===== src/design/sac_pkg.sv =====
`default_nettype none

package sac_pkg;

    localparam int DEF_LEVEL_BITS = 8;
    localparam int DEF_CHANNELS   = 2;

    localparam int CODE_W   = 8;
    localparam int ATT_W    = 10;
    localparam int CFG_AW   = 3;
    localparam int CFG_DW   = 8;
    localparam int S_DATA_W = 16;
    localparam int M_DATA_W = 24;

    typedef enum logic [CFG_AW-1:0] {
        CFG_ZERO_CODE       = 3'd0,
        CFG_MAX_CODE        = 3'd1,
        CFG_MIN_CODE        = 3'd2,
        CFG_MUTE_CODE       = 3'd3,
        CFG_READBACK_ENABLE = 3'd4,
        CFG_RETRY_LIMIT     = 3'd5
    } cfg_index_t;

    typedef enum logic {
        ACT_REQUEST = 1'b0,
        ACT_TICK    = 1'b1
    } action_t;

    typedef enum logic [1:0] {
        ST_OK        = 2'd0,
        ST_OVERFLOW  = 2'd1,
        ST_UNDERFLOW = 2'd2,
        ST_WRITE_ERR = 2'd3
    } status_t;

    typedef struct packed {
        logic [CODE_W-1:0] zero_code;
        logic [CODE_W-1:0] max_code;
        logic [CODE_W-1:0] min_code;
        logic [CODE_W-1:0] mute_code;
        logic              readback_enable;
        logic [2:0]        retry_limit;
    } cfg_t;

    typedef struct packed {
        action_t           action;
        logic              channel;
        logic [ATT_W-1:0]  attenuation_half_db;
        logic              mute;
        logic              serial_in;
    } item_t;

    typedef struct packed {
        logic [CODE_W-1:0] code;
        status_t           status;
        logic [ATT_W-1:0]  applied;
    } level_t;

    typedef struct packed {
        logic [ATT_W-1:0]  applied_half_db;
        status_t           status;
        logic              done_res;
        logic              busy_res;
        logic              serial_out;
        logic              strobe_res;
        logic              chip_select_n;
    } result_t;

endpackage

`default_nettype wire


===== src/design/sac_level_calc.sv =====
`default_nettype none

module sac_level_calc (
    input  sac_pkg::cfg_t   cfg,
    input  sac_pkg::item_t  item,
    output sac_pkg::level_t level
);
    import sac_pkg::*;

    logic signed [ATT_W+1:0] diff;
    logic signed [ATT_W+1:0] max_s;
    logic signed [ATT_W+1:0] min_s;
    logic [CODE_W-1:0]       code;
    status_t                 st;

    assign max_s = $signed({4'b0000, cfg.max_code});
    assign min_s = $signed({4'b0000, cfg.min_code});
    assign diff  = $signed({4'b0000, cfg.zero_code})
                 - $signed({{2{item.attenuation_half_db[ATT_W-1]}}, item.attenuation_half_db});

    // overflow test wins when the clamps cross
    always_comb begin
        code = diff[CODE_W-1:0];
        st   = ST_OK;
        if (diff > max_s) begin
            code = cfg.max_code;
            st   = ST_OVERFLOW;
        end else if (diff < min_s) begin
            code = cfg.min_code;
            st   = ST_UNDERFLOW;
        end
    end

    always_comb begin
        if (item.mute) begin
            level.code    = cfg.mute_code;
            level.status  = ST_OK;
            level.applied = '0;
        end else begin
            level.code    = code;
            level.status  = st;
            level.applied = {2'b00, cfg.zero_code} - {2'b00, code};
        end
    end

endmodule

`default_nettype wire


===== src/design/sac_sequencer.sv =====
`default_nettype none

module sac_sequencer #(
    parameter int LEVEL_BITS = sac_pkg::DEF_LEVEL_BITS,
    parameter int CHANNELS   = sac_pkg::DEF_CHANNELS
) (
    input  wire               aclk,
    input  wire               aresetn,
    input  wire               fire,
    input  sac_pkg::item_t    item,
    input  sac_pkg::cfg_t     cfg,
    input  sac_pkg::level_t   level,
    output sac_pkg::result_t  result
);
    import sac_pkg::*;

    localparam int BIT_W = $clog2(LEVEL_BITS);
    localparam int CH_W  = (CHANNELS > 1) ? $clog2(CHANNELS) : 1;

    typedef enum logic [2:0] {
        PH_IDLE, PH_HIGH1, PH_LOW1, PH_HIGH2, PH_LOW2, PH_DESEL, PH_RESEL
    } phase_t;

    phase_t                phase_reg, phase_next;
    logic [LEVEL_BITS-1:0] levels_reg [CHANNELS];
    logic [LEVEL_BITS-1:0] levels_next [CHANNELS];
    logic [LEVEL_BITS-1:0] capture_reg, capture_next;
    logic [BIT_W-1:0]      bit_idx_reg, bit_idx_next;
    logic [CH_W-1:0]       ch_idx_reg, ch_idx_next;
    logic [2:0]            attempt_reg, attempt_next;
    status_t               pending_reg, pending_next;
    logic [ATT_W-1:0]      applied_reg, applied_next;
    logic                  mismatch_reg, mismatch_next;
    logic                  cs_n_reg, cs_n_next;
    logic                  strobe_reg, strobe_next;
    logic                  sout_reg, sout_next;

    logic [LEVEL_BITS-1:0] sel_level;
    logic                  ch_ok;
    logic                  byte_end;
    logic                  frame_end;
    logic [3:0]            limit;
    logic                  done;
    status_t               st_out;
    logic [ATT_W-1:0]      app_out;

    // channel counter runs from the top channel down, bits MSB first
    always_comb begin
        sel_level = '0;
        for (int i = 0; i < CHANNELS; i++) begin
            if (ch_idx_reg == CH_W'(i)) begin
                sel_level = levels_reg[i];
            end
        end
    end

    assign ch_ok     = (int'(item.channel) < CHANNELS);
    assign byte_end  = (bit_idx_reg == '0);
    assign frame_end = byte_end && (ch_idx_reg == '0);
    assign limit     = (cfg.retry_limit == 3'd0) ? 4'd1 : {1'b0, cfg.retry_limit};

    always_comb begin
        phase_next    = phase_reg;
        levels_next   = levels_reg;
        capture_next  = capture_reg;
        bit_idx_next  = bit_idx_reg;
        ch_idx_next   = ch_idx_reg;
        attempt_next  = attempt_reg;
        pending_next  = pending_reg;
        applied_next  = applied_reg;
        mismatch_next = mismatch_reg;
        cs_n_next     = cs_n_reg;
        strobe_next   = strobe_reg;
        sout_next     = sout_reg;
        done          = 1'b0;
        st_out        = ST_OK;
        app_out       = '0;

        if (item.action == ACT_REQUEST) begin
            if (phase_reg == PH_IDLE && ch_ok) begin
                for (int i = 0; i < CHANNELS; i++) begin
                    if (int'(item.channel) == i) begin
                        levels_next[i] = LEVEL_BITS'(level.code);
                    end
                end
                pending_next  = level.status;
                applied_next  = level.applied;
                cs_n_next     = 1'b0;
                strobe_next   = 1'b0;
                sout_next     = 1'b0;
                bit_idx_next  = BIT_W'(LEVEL_BITS - 1);
                ch_idx_next   = CH_W'(CHANNELS - 1);
                attempt_next  = '0;
                capture_next  = '0;
                mismatch_next = 1'b0;
                phase_next    = PH_HIGH1;
            end
        end else begin
            case (phase_reg)
                PH_HIGH1, PH_HIGH2: begin
                    sout_next   = sel_level[bit_idx_reg];
                    strobe_next = 1'b1;
                    if (phase_reg == PH_HIGH2) begin
                        capture_next = {capture_reg[LEVEL_BITS-2:0], item.serial_in};
                        phase_next   = PH_LOW2;
                    end else begin
                        phase_next = PH_LOW1;
                    end
                end
                PH_LOW1, PH_LOW2: begin
                    strobe_next = 1'b0;
                    if (byte_end) begin
                        bit_idx_next = BIT_W'(LEVEL_BITS - 1);
                        if (phase_reg == PH_LOW2) begin
                            if (capture_reg != sel_level) begin
                                mismatch_next = 1'b1;
                            end
                            capture_next = '0;
                        end
                    end else begin
                        bit_idx_next = bit_idx_reg - 1'b1;
                    end
                    if (frame_end) begin
                        ch_idx_next = CH_W'(CHANNELS - 1);
                        phase_next  = (phase_reg == PH_LOW1 && cfg.readback_enable)
                                    ? PH_HIGH2 : PH_DESEL;
                    end else begin
                        if (byte_end) begin
                            ch_idx_next = ch_idx_reg - 1'b1;
                        end
                        phase_next = (phase_reg == PH_LOW1) ? PH_HIGH1 : PH_HIGH2;
                    end
                end
                PH_DESEL: begin
                    cs_n_next   = 1'b1;
                    strobe_next = 1'b0;
                    sout_next   = 1'b0;
                    if (mismatch_reg && ({1'b0, attempt_reg} + 4'd1 < limit)) begin
                        attempt_next = attempt_reg + 1'b1;
                        phase_next   = PH_RESEL;
                    end else begin
                        done       = 1'b1;
                        st_out     = mismatch_reg ? ST_WRITE_ERR : pending_reg;
                        app_out    = applied_reg;
                        phase_next = PH_IDLE;
                    end
                end
                PH_RESEL: begin
                    cs_n_next     = 1'b0;
                    strobe_next   = 1'b0;
                    sout_next     = 1'b0;
                    mismatch_next = 1'b0;
                    capture_next  = '0;
                    bit_idx_next  = BIT_W'(LEVEL_BITS - 1);
                    ch_idx_next   = CH_W'(CHANNELS - 1);
                    phase_next    = PH_HIGH1;
                end
                default: begin
                    phase_next = PH_IDLE;
                end
            endcase
        end
    end

    always_comb begin
        result.chip_select_n   = cs_n_next;
        result.strobe_res      = strobe_next;
        result.serial_out      = sout_next;
        result.busy_res        = (phase_next != PH_IDLE);
        result.done_res        = done;
        result.status          = st_out;
        result.applied_half_db = app_out;
    end

    always_ff @(posedge aclk) begin
        if (!aresetn) begin
            phase_reg    <= PH_IDLE;
            for (int i = 0; i < CHANNELS; i++) begin
                levels_reg[i] <= '0;
            end
            capture_reg  <= '0;
            bit_idx_reg  <= BIT_W'(LEVEL_BITS - 1);
            ch_idx_reg   <= CH_W'(CHANNELS - 1);
            attempt_reg  <= '0;
            pending_reg  <= ST_OK;
            applied_reg  <= '0;
            mismatch_reg <= 1'b0;
            cs_n_reg     <= 1'b1;
            strobe_reg   <= 1'b0;
            sout_reg     <= 1'b0;
        end else if (fire) begin
            phase_reg    <= phase_next;
            levels_reg   <= levels_next;
            capture_reg  <= capture_next;
            bit_idx_reg  <= bit_idx_next;
            ch_idx_reg   <= ch_idx_next;
            attempt_reg  <= attempt_next;
            pending_reg  <= pending_next;
            applied_reg  <= applied_next;
            mismatch_reg <= mismatch_next;
            cs_n_reg     <= cs_n_next;
            strobe_reg   <= strobe_next;
            sout_reg     <= sout_next;
        end
    end

endmodule

`default_nettype wire


===== src/design/serial_attenuator_controller_unit.sv =====
// Serial attenuator controller.
// Input beats on the s_ stream are either level requests (s_tuser = 0) or
// serial clock ticks (s_tuser = 1). A request taken while idle sets one
// channel's level code and starts a serial write of all channel levels; each
// tick moves the serial clock by one half-period. Every accepted beat yields
// exactly one result beat on the m_ stream carrying the pin levels after that
// beat, busy, and on the finishing tick done with status and applied
// attenuation. Configuration registers are written through
// cfg_wr_en/cfg_addr/cfg_wdata; the user must write them only while the block
// is idle, which the block does not enforce. Beats pass the input register,
// then the result register, one beat per cycle while m_tready is high; the
// sequencer state is updated in the single logic stage between the registers.
// Reset (synchronous, aresetn low) empties both registers, restores the
// register defaults, clears the level codes and idles the pins (chip select
// high, strobe and data low). When m_tready is low the result register holds
// its beat; the input register still takes one more beat, then s_tready drops.
`default_nettype none

module serial_attenuator_controller_unit #(
    parameter int LEVEL_BITS = sac_pkg::DEF_LEVEL_BITS,
    parameter int CHANNELS   = sac_pkg::DEF_CHANNELS
) (
    input  wire                          aclk,
    input  wire                          aresetn,
    // tdata: channel, attenuation_half_db[9:0], mute, serial_in, zero pad
    input  wire [sac_pkg::S_DATA_W-1:0]  s_tdata,
    // tuser: action
    input  wire                          s_tuser,
    input  wire                          s_tvalid,
    output logic                         s_tready,
    // tdata: chip_select_n, strobe_res, serial_out, busy_res, done_res,
    //        status[1:0], applied_half_db[9:0], zero pad
    output logic [sac_pkg::M_DATA_W-1:0] m_tdata,
    output logic                         m_tvalid,
    input  wire                          m_tready,
    input  wire                          cfg_wr_en,
    input  wire [sac_pkg::CFG_AW-1:0]    cfg_addr,
    input  wire [sac_pkg::CFG_DW-1:0]    cfg_wdata
);
    import sac_pkg::*;

    cfg_t    cfg_reg;
    item_t   in_item_reg;
    logic    in_vld_reg;
    logic    m_vld_reg;
    result_t res_reg;
    logic    fire;
    level_t  level;
    result_t result;

    assign fire     = in_vld_reg && (!m_vld_reg || m_tready);
    assign s_tready = !in_vld_reg || fire;

    always_ff @(posedge aclk) begin
        if (!aresetn) begin
            cfg_reg.zero_code       <= 8'd192;
            cfg_reg.max_code        <= 8'd255;
            cfg_reg.min_code        <= 8'd1;
            cfg_reg.mute_code       <= 8'd0;
            cfg_reg.readback_enable <= 1'b1;
            cfg_reg.retry_limit     <= 3'd3;
        end else if (cfg_wr_en) begin
            case (cfg_addr)
                CFG_ZERO_CODE:       cfg_reg.zero_code       <= cfg_wdata;
                CFG_MAX_CODE:        cfg_reg.max_code        <= cfg_wdata;
                CFG_MIN_CODE:        cfg_reg.min_code        <= cfg_wdata;
                CFG_MUTE_CODE:       cfg_reg.mute_code       <= cfg_wdata;
                CFG_READBACK_ENABLE: cfg_reg.readback_enable <= cfg_wdata[0];
                CFG_RETRY_LIMIT:     cfg_reg.retry_limit     <= cfg_wdata[2:0];
                default: ;
            endcase
        end
    end

    always_ff @(posedge aclk) begin
        if (!aresetn) begin
            in_vld_reg <= 1'b0;
        end else if (s_tready) begin
            in_vld_reg <= s_tvalid;
        end
    end

    always_ff @(posedge aclk) begin
        if (s_tvalid && s_tready) begin
            in_item_reg.action              <= action_t'(s_tuser);
            in_item_reg.channel             <= s_tdata[0];
            in_item_reg.attenuation_half_db <= s_tdata[10:1];
            in_item_reg.mute                <= s_tdata[11];
            in_item_reg.serial_in           <= s_tdata[12];
        end
    end

    sac_level_calc u_calc (
        .cfg   (cfg_reg),
        .item  (in_item_reg),
        .level (level)
    );

    sac_sequencer #(
        .LEVEL_BITS (LEVEL_BITS),
        .CHANNELS   (CHANNELS)
    ) u_seq (
        .aclk    (aclk),
        .aresetn (aresetn),
        .fire    (fire),
        .item    (in_item_reg),
        .cfg     (cfg_reg),
        .level   (level),
        .result  (result)
    );

    // result beat register
    always_ff @(posedge aclk) begin
        if (!aresetn) begin
            m_vld_reg <= 1'b0;
        end else if (fire) begin
            m_vld_reg <= 1'b1;
        end else if (m_tready) begin
            m_vld_reg <= 1'b0;
        end
    end

    always_ff @(posedge aclk) begin
        if (fire) begin
            res_reg <= result;
        end
    end

    assign m_tvalid = m_vld_reg;
    assign m_tdata  = {7'd0, res_reg.applied_half_db, res_reg.status, res_reg.done_res,
                       res_reg.busy_res, res_reg.serial_out, res_reg.strobe_res,
                       res_reg.chip_select_n};

endmodule

`default_nettype wire

===== config.mk =====
export PLATFORM = sky130hd
export DESIGN_NAME = serial_attenuator_controller_unit
export DESIGN_NICKNAME = d
export VERILOG_FILES = /design/src/design/sac_pkg.sv /design/src/design/sac_level_calc.sv /design/src/design/sac_sequencer.sv /design/src/design/serial_attenuator_controller_unit.sv
export SDC_FILE = /design/constraint.sdc
export NUM_CORES = 1
export LEC_CHECK = 0
export ABC_AREA = 0
export BUFFER_PORTS_ARGS = -buffer_cell sky130_fd_sc_hd__buf_2
export CAP_MARGIN = 20
export CELL_PAD_IN_SITES_DETAIL_PLACEMENT = 1
export CELL_PAD_IN_SITES_GLOBAL_PLACEMENT = 2
export CORE_UTILIZATION = 39
export DETAILED_ROUTE_END_ITERATION = 7
export PLACE_DENSITY_LB_ADDON = 0.1
export SLEW_MARGIN = 10
export SYNTH_ARGS = -nofsm -noshare
export SYNTH_HDL_FRONTEND = slang
export SYNTH_SLANG_ARGS = --single-unit

===== constraint.sdc =====
create_clock -name aclk -period 14 [get_ports aclk]
set_input_delay 2.8 -clock aclk [delete_from_list [all_inputs] [get_ports aclk]]
set_output_delay 2.8 -clock aclk [all_outputs]
set_load 0.02 [all_outputs]

# Word-level counts from Yosys, hierarchy flattened
# Index checks and enable logic that the tools add are counted.
# word_totals
ff_bits,119
in_bits,33
# op_classes
n_addsub,6
magnitude_cmp,4
n_eq_ne,21
mux,55
bitwise,4
reduce_logical,36
# ops
op,n
8-bit two-way mux,8
3-bit two-way mux,14
8-bit one-hot mux with 3 select lines,1
20-bit two-way mux,1
1-bit two-way mux,19
4-bit AND reduction,4
"3-bit equality test, second input constant",5
2-bit AND reduction,7
"3-bit by 2-bit equality test with 1-bit output, second input constant",4
12-bit by 9-bit > comparator with 1-bit output,1
3-bit logical NOT,4
12-bit by 9-bit < comparator with 1-bit output,1
"3-bit by 2-bit inequality test with 1-bit output, second input constant",4
3-bit one-hot mux with 4 select lines,1
6-bit AND reduction,2
9-bit by 10-bit subtractor with 11-bit output,1
1-bit one-hot mux with 2 select lines,5
8-bit by 8-bit subtractor with 9-bit output,1
2-bit two-way mux,4
8-bit inequality test,1
"3-bit by 1-bit equality test with 1-bit output, second input constant",2
3-bit one-hot mux with 2 select lines,1
3-bit AND reduction,2
2-bit OR reduction,3
19 further kinds,30

# Logic depth before layout (Yosys ltp)
# depth
word_depth,8
depth_mapped,28
ltp_nobuf,27

# By module
# From an unflattened synthesis, not the netlist that was laid out.
# unflattened
cells_unflattened,786
hier_area_um2,7121.8
# by_module_without_submodules
mod,n_inst,cells_each,area_per_inst_um2,seq_area_each_um2
sac_sequencer,1,363,2944.1,1001.0
serial_attenuator_controller_unit,1,191,2539.9,1691.6
sac_level_calc,1,232,1637.8,0.0

# Worst setup path after synthesis
# OpenSTA, ideal clock, no wires.
# synth_path
path_kind,input-to-output
startpoint,input m_tready
endpoint,output s_tready
t_arrival_ns,3.152
slack_ns,8.048
cell_stages,2
n_path_buf,0
path_cell_list,nor2b_1 -> nand2_1
# synth_between
elab_chain_cells,3
# synth_lines
item,line,text
from (decl),serial_attenuator_controller_unit.sv:35,"input wire m_tready,"
1-bit logical OR,serial_attenuator_controller_unit.sv:51,assign fire = in_vld_reg && (!m_vld_reg || m_tready);
1-bit logical AND,serial_attenuator_controller_unit.sv:51,
1-bit logical OR,serial_attenuator_controller_unit.sv:52,assign s_tready = !in_vld_reg || fire;
to (decl),serial_attenuator_controller_unit.sv:30,"output logic s_tready,"
# No other way between the ends.

# Worst setup path after layout
# layout_path
startpoint,register cfg_reg[30] (netlist bit)
endpoint,register u_seq.applied_reg[8]
# layout_between
elab_chain_cells,6
elab_cells_between_ends,7
classes_between,add/sub (2); order compare (2); mux (3)
# layout_lines
item,line,text
from (decl),serial_attenuator_controller_unit.sv:42,cfg_t cfg_reg;
9-bit by 10-bit subtractor with 11-bit output,sac_level_calc.sv:19,"- $signed({{2{item.attenuation_half_db[ATT_W-1]}}, item.attenuation_half_db});"
12-bit by 9-bit < comparator with 1-bit output,sac_level_calc.sv:28,end else if (diff < min_s) begin
8-bit two-way mux,sac_level_calc.sv:28,
8-bit two-way mux,sac_level_calc.sv:25,if (diff > max_s) begin
8-bit by 8-bit subtractor with 9-bit output (*),sac_level_calc.sv:42,"level.applied = {2'b00, cfg.zero_code} - {2'b00, code};"
20-bit two-way mux (*),sac_level_calc.sv:35,if (item.mute) begin
to (signal assigned),sac_sequencer.sv:199,applied_reg <= applied_next;
to (decl),sac_sequencer.sv:32,"logic [ATT_W-1:0] applied_reg, applied_next;"
# Every way passes the cells marked *; elsewhere a longest branch is shown, timed or not.
# A chain may end at the register's enable or synchronous reset.

==> reports/metrics.cfg <==
[job]
cap_violations=0

[synthesis]
synth_edf_count=30
synthArstFlopShare_pct=0
syn_area_um2=6490
synth_cell_type_count=65
yosysTopAreaCellShare_pct=26.84
yosys_warnings=0
yosysTopAreaCell=dfxtp_1
avgSynthCellArea_um2=8.562
synth_area_leaders=dfxtp_1, edfxtp_1, ha_1
yosysSeqAreaShare_pct=40.72
synthFlopType=dfxtp_1
ys_ff_latch=117
synth_cells=758

[floorplanning]
io_pins=59
initial_core_util_pct=40.42
core_um2=16060
rows=46
die_area_um2=17160
fp.dieH_um=131
die_w_um=131

[power_and_ir_drop]
power-per-cell-area_nw_per_um2=125.1
p_leak_nw=3.054
ir_drop_mv=0.08934

[sta]
hold_viol=0
post-route-min-period_ns=6.406
drv_slew=0
timing.final.crit_share_pct=45.75
tns_ns=0
fmax_mhz=156.1
worst_pin_slew_ns=0.8566
fin_skew_ns=0.01119
rsz0062_at_grt=false
hold_slack_ns=0.4572
final-setup-viol-count=0
timing.slew.headroom_pct=42.45

[setup_path]
path_class=reg2reg
crit_fanout=14
rr_worst_depth=22
worstPathRequired_ns=14.34
crit_arrival_ns=6.74
cp-start-kind=register
worstSetupEndpointType=register

[route]
drt_pass1_iterations=4
vias_per_cell=5.370
drc=0
ant_nets=0
wl_per_cell_um=18.00
drt_first_iter_violations=214
num_vias=5472
wl_um=18340

[clock_network]
hold_buffers=0
clk_path_buf_depth=2
path_clk_slew_ns=0.06
cts_buffers=17
clockRootBuffer=clkbuf_16
cts_tree=built
clk_latency_ns=0.42
cts_sinks=117
htreeDepth=4
postCtsSetupBuffers=0
ctsResizeCount=0

[grt]
grt_pass1_wl_um=30020
gr-total-overflow=0
grt_max_degree=38
grt_usage_pct=23.40
grt_pass1_vias=5681
antenna_found_initial=0

[final_layout]
fillers=1881
drive_above_1_share_pct=12.45
largest_register_ffs=36
final_common_cell=nand2_1
fin_nets=858
diodes=0
syn_to_final_growth_pct=14.17
utilization_pct=46.14
mostFrequentLayoutCells=nand2_1, dfxtp_1, a21oi_1
finalInstanceArea_um2=7410

[placed_design]
dp_hpwl_um=13660
place_area_um2=6843
port-buffer-count=48
place_congestion=0.7670

[status]
status=completed

[min_path]
hp-class=reg2reg
whs_path_depth=2

-- cells by family after synthesis --
logic type | synth area share (%)
and+or+nand+nor | 20.90
xor gates and xnor gates | 3.104
AOI/OAI and AO/OA | 18.12
other | 0.05778
muxes | 3.740
adders and majority gates | 7.808
DFF | 40.72
buffers and inverters | 5.552
-- worst paths after layout --
check	start	slack, ns	endpoint
worst min-delay path	cfg_reg[28]	0.46	cfg_reg[28]
worst min register to register	cfg_reg[28]	0.46	cfg_reg[28]
worst max-delay path	cfg_reg[30]	7.59	u_seq.applied_reg[8]
worst max register to register	cfg_reg[30]	7.59	u_seq.applied_reg[8]
-- synth_stat cells, drive strengths merged, types with 13 or more instances --
cell    instances
ha             33
nand3          26
o21ai          23
nand2         106
a21oi          78
nor3           13
buf            14
inv            42
dfxtp          87
nand2b         19
and2           17
o211ai         16
nor2           65
a211oi         14
clkbuf         30
edfxtp         30
mux2i          17
-- per-stage QoR --
step                cells  power [mW]  setup WS (ns)
detailed placement    987      0.5115          7.594
global placement      987      0.5057          7.733
floorplan             764      0.4706          8.048
global route         1019      0.9672          7.153
finish               1019      0.9271          7.595
CTS                  1019      0.9342          7.563
-- report_power, final --
| part | leakage, nW | switching, mW | internal (mW) |
|---|---|---|---|
| Combinational | 1.79 | 0.0858 | 0.0501 |
| Clock | 0.263 | 0.162 | 0.260 |
| Sequential | 0.999 | 0.0108 | 0.358 |
-- critical path: stages (launching register included) --
cell,delay [ns]
dfxtp_1,0.51
ha_1,0.34
o21a_1,0.19
o31a_1,0.14
o21ai_0,0.16
nand2b_1,0.10
a21o_1,0.18
a21oi_1,0.17
xnor2_1,0.26
ha_1,0.35
a211oi_1,0.27
o221ai_1,0.17
a221o_1,0.35
and2_1,0.45
o31ai_1,0.55
ha_1,0.23
inv_1,0.05
fa_1,0.42
maj3_2,0.32
maj3_2,0.34
maj3_2,0.32
o21a_1,0.20
a311oi_2,0.25
-- per-layer routing --
| layer | share of wire, % | wire length (µm) | GRT usage [%] | vias to the layer above |
|---|---|---|---|---|
| met5 | 0 | 0 | 0 | - |
| met4 | 2.4 | 445 | 9.331 | 0 |
| met3 | 3.0 | 558 | 4.682 | 21 |
| met2 | 50 | 9253 | 41.39 | 83 |
| met1 | 44 | 8083 | 27.69 | 2661 |
| li1 | - | - | - | 2707 |
-- final cells by class --
cell class,instances,area [µm²],area share [%]
tap,216,270.3,3.647
clock inverter,13,133.9,1.807
timing repair buffer,51,262.8,3.546
multi-input combinational,561,3510,47.37
inverter,42,157.7,2.128
clock buffer,19,432.9,5.843
sequential,117,2643,35.66
No activity file was read; power rests on OpenSTA's default activity.
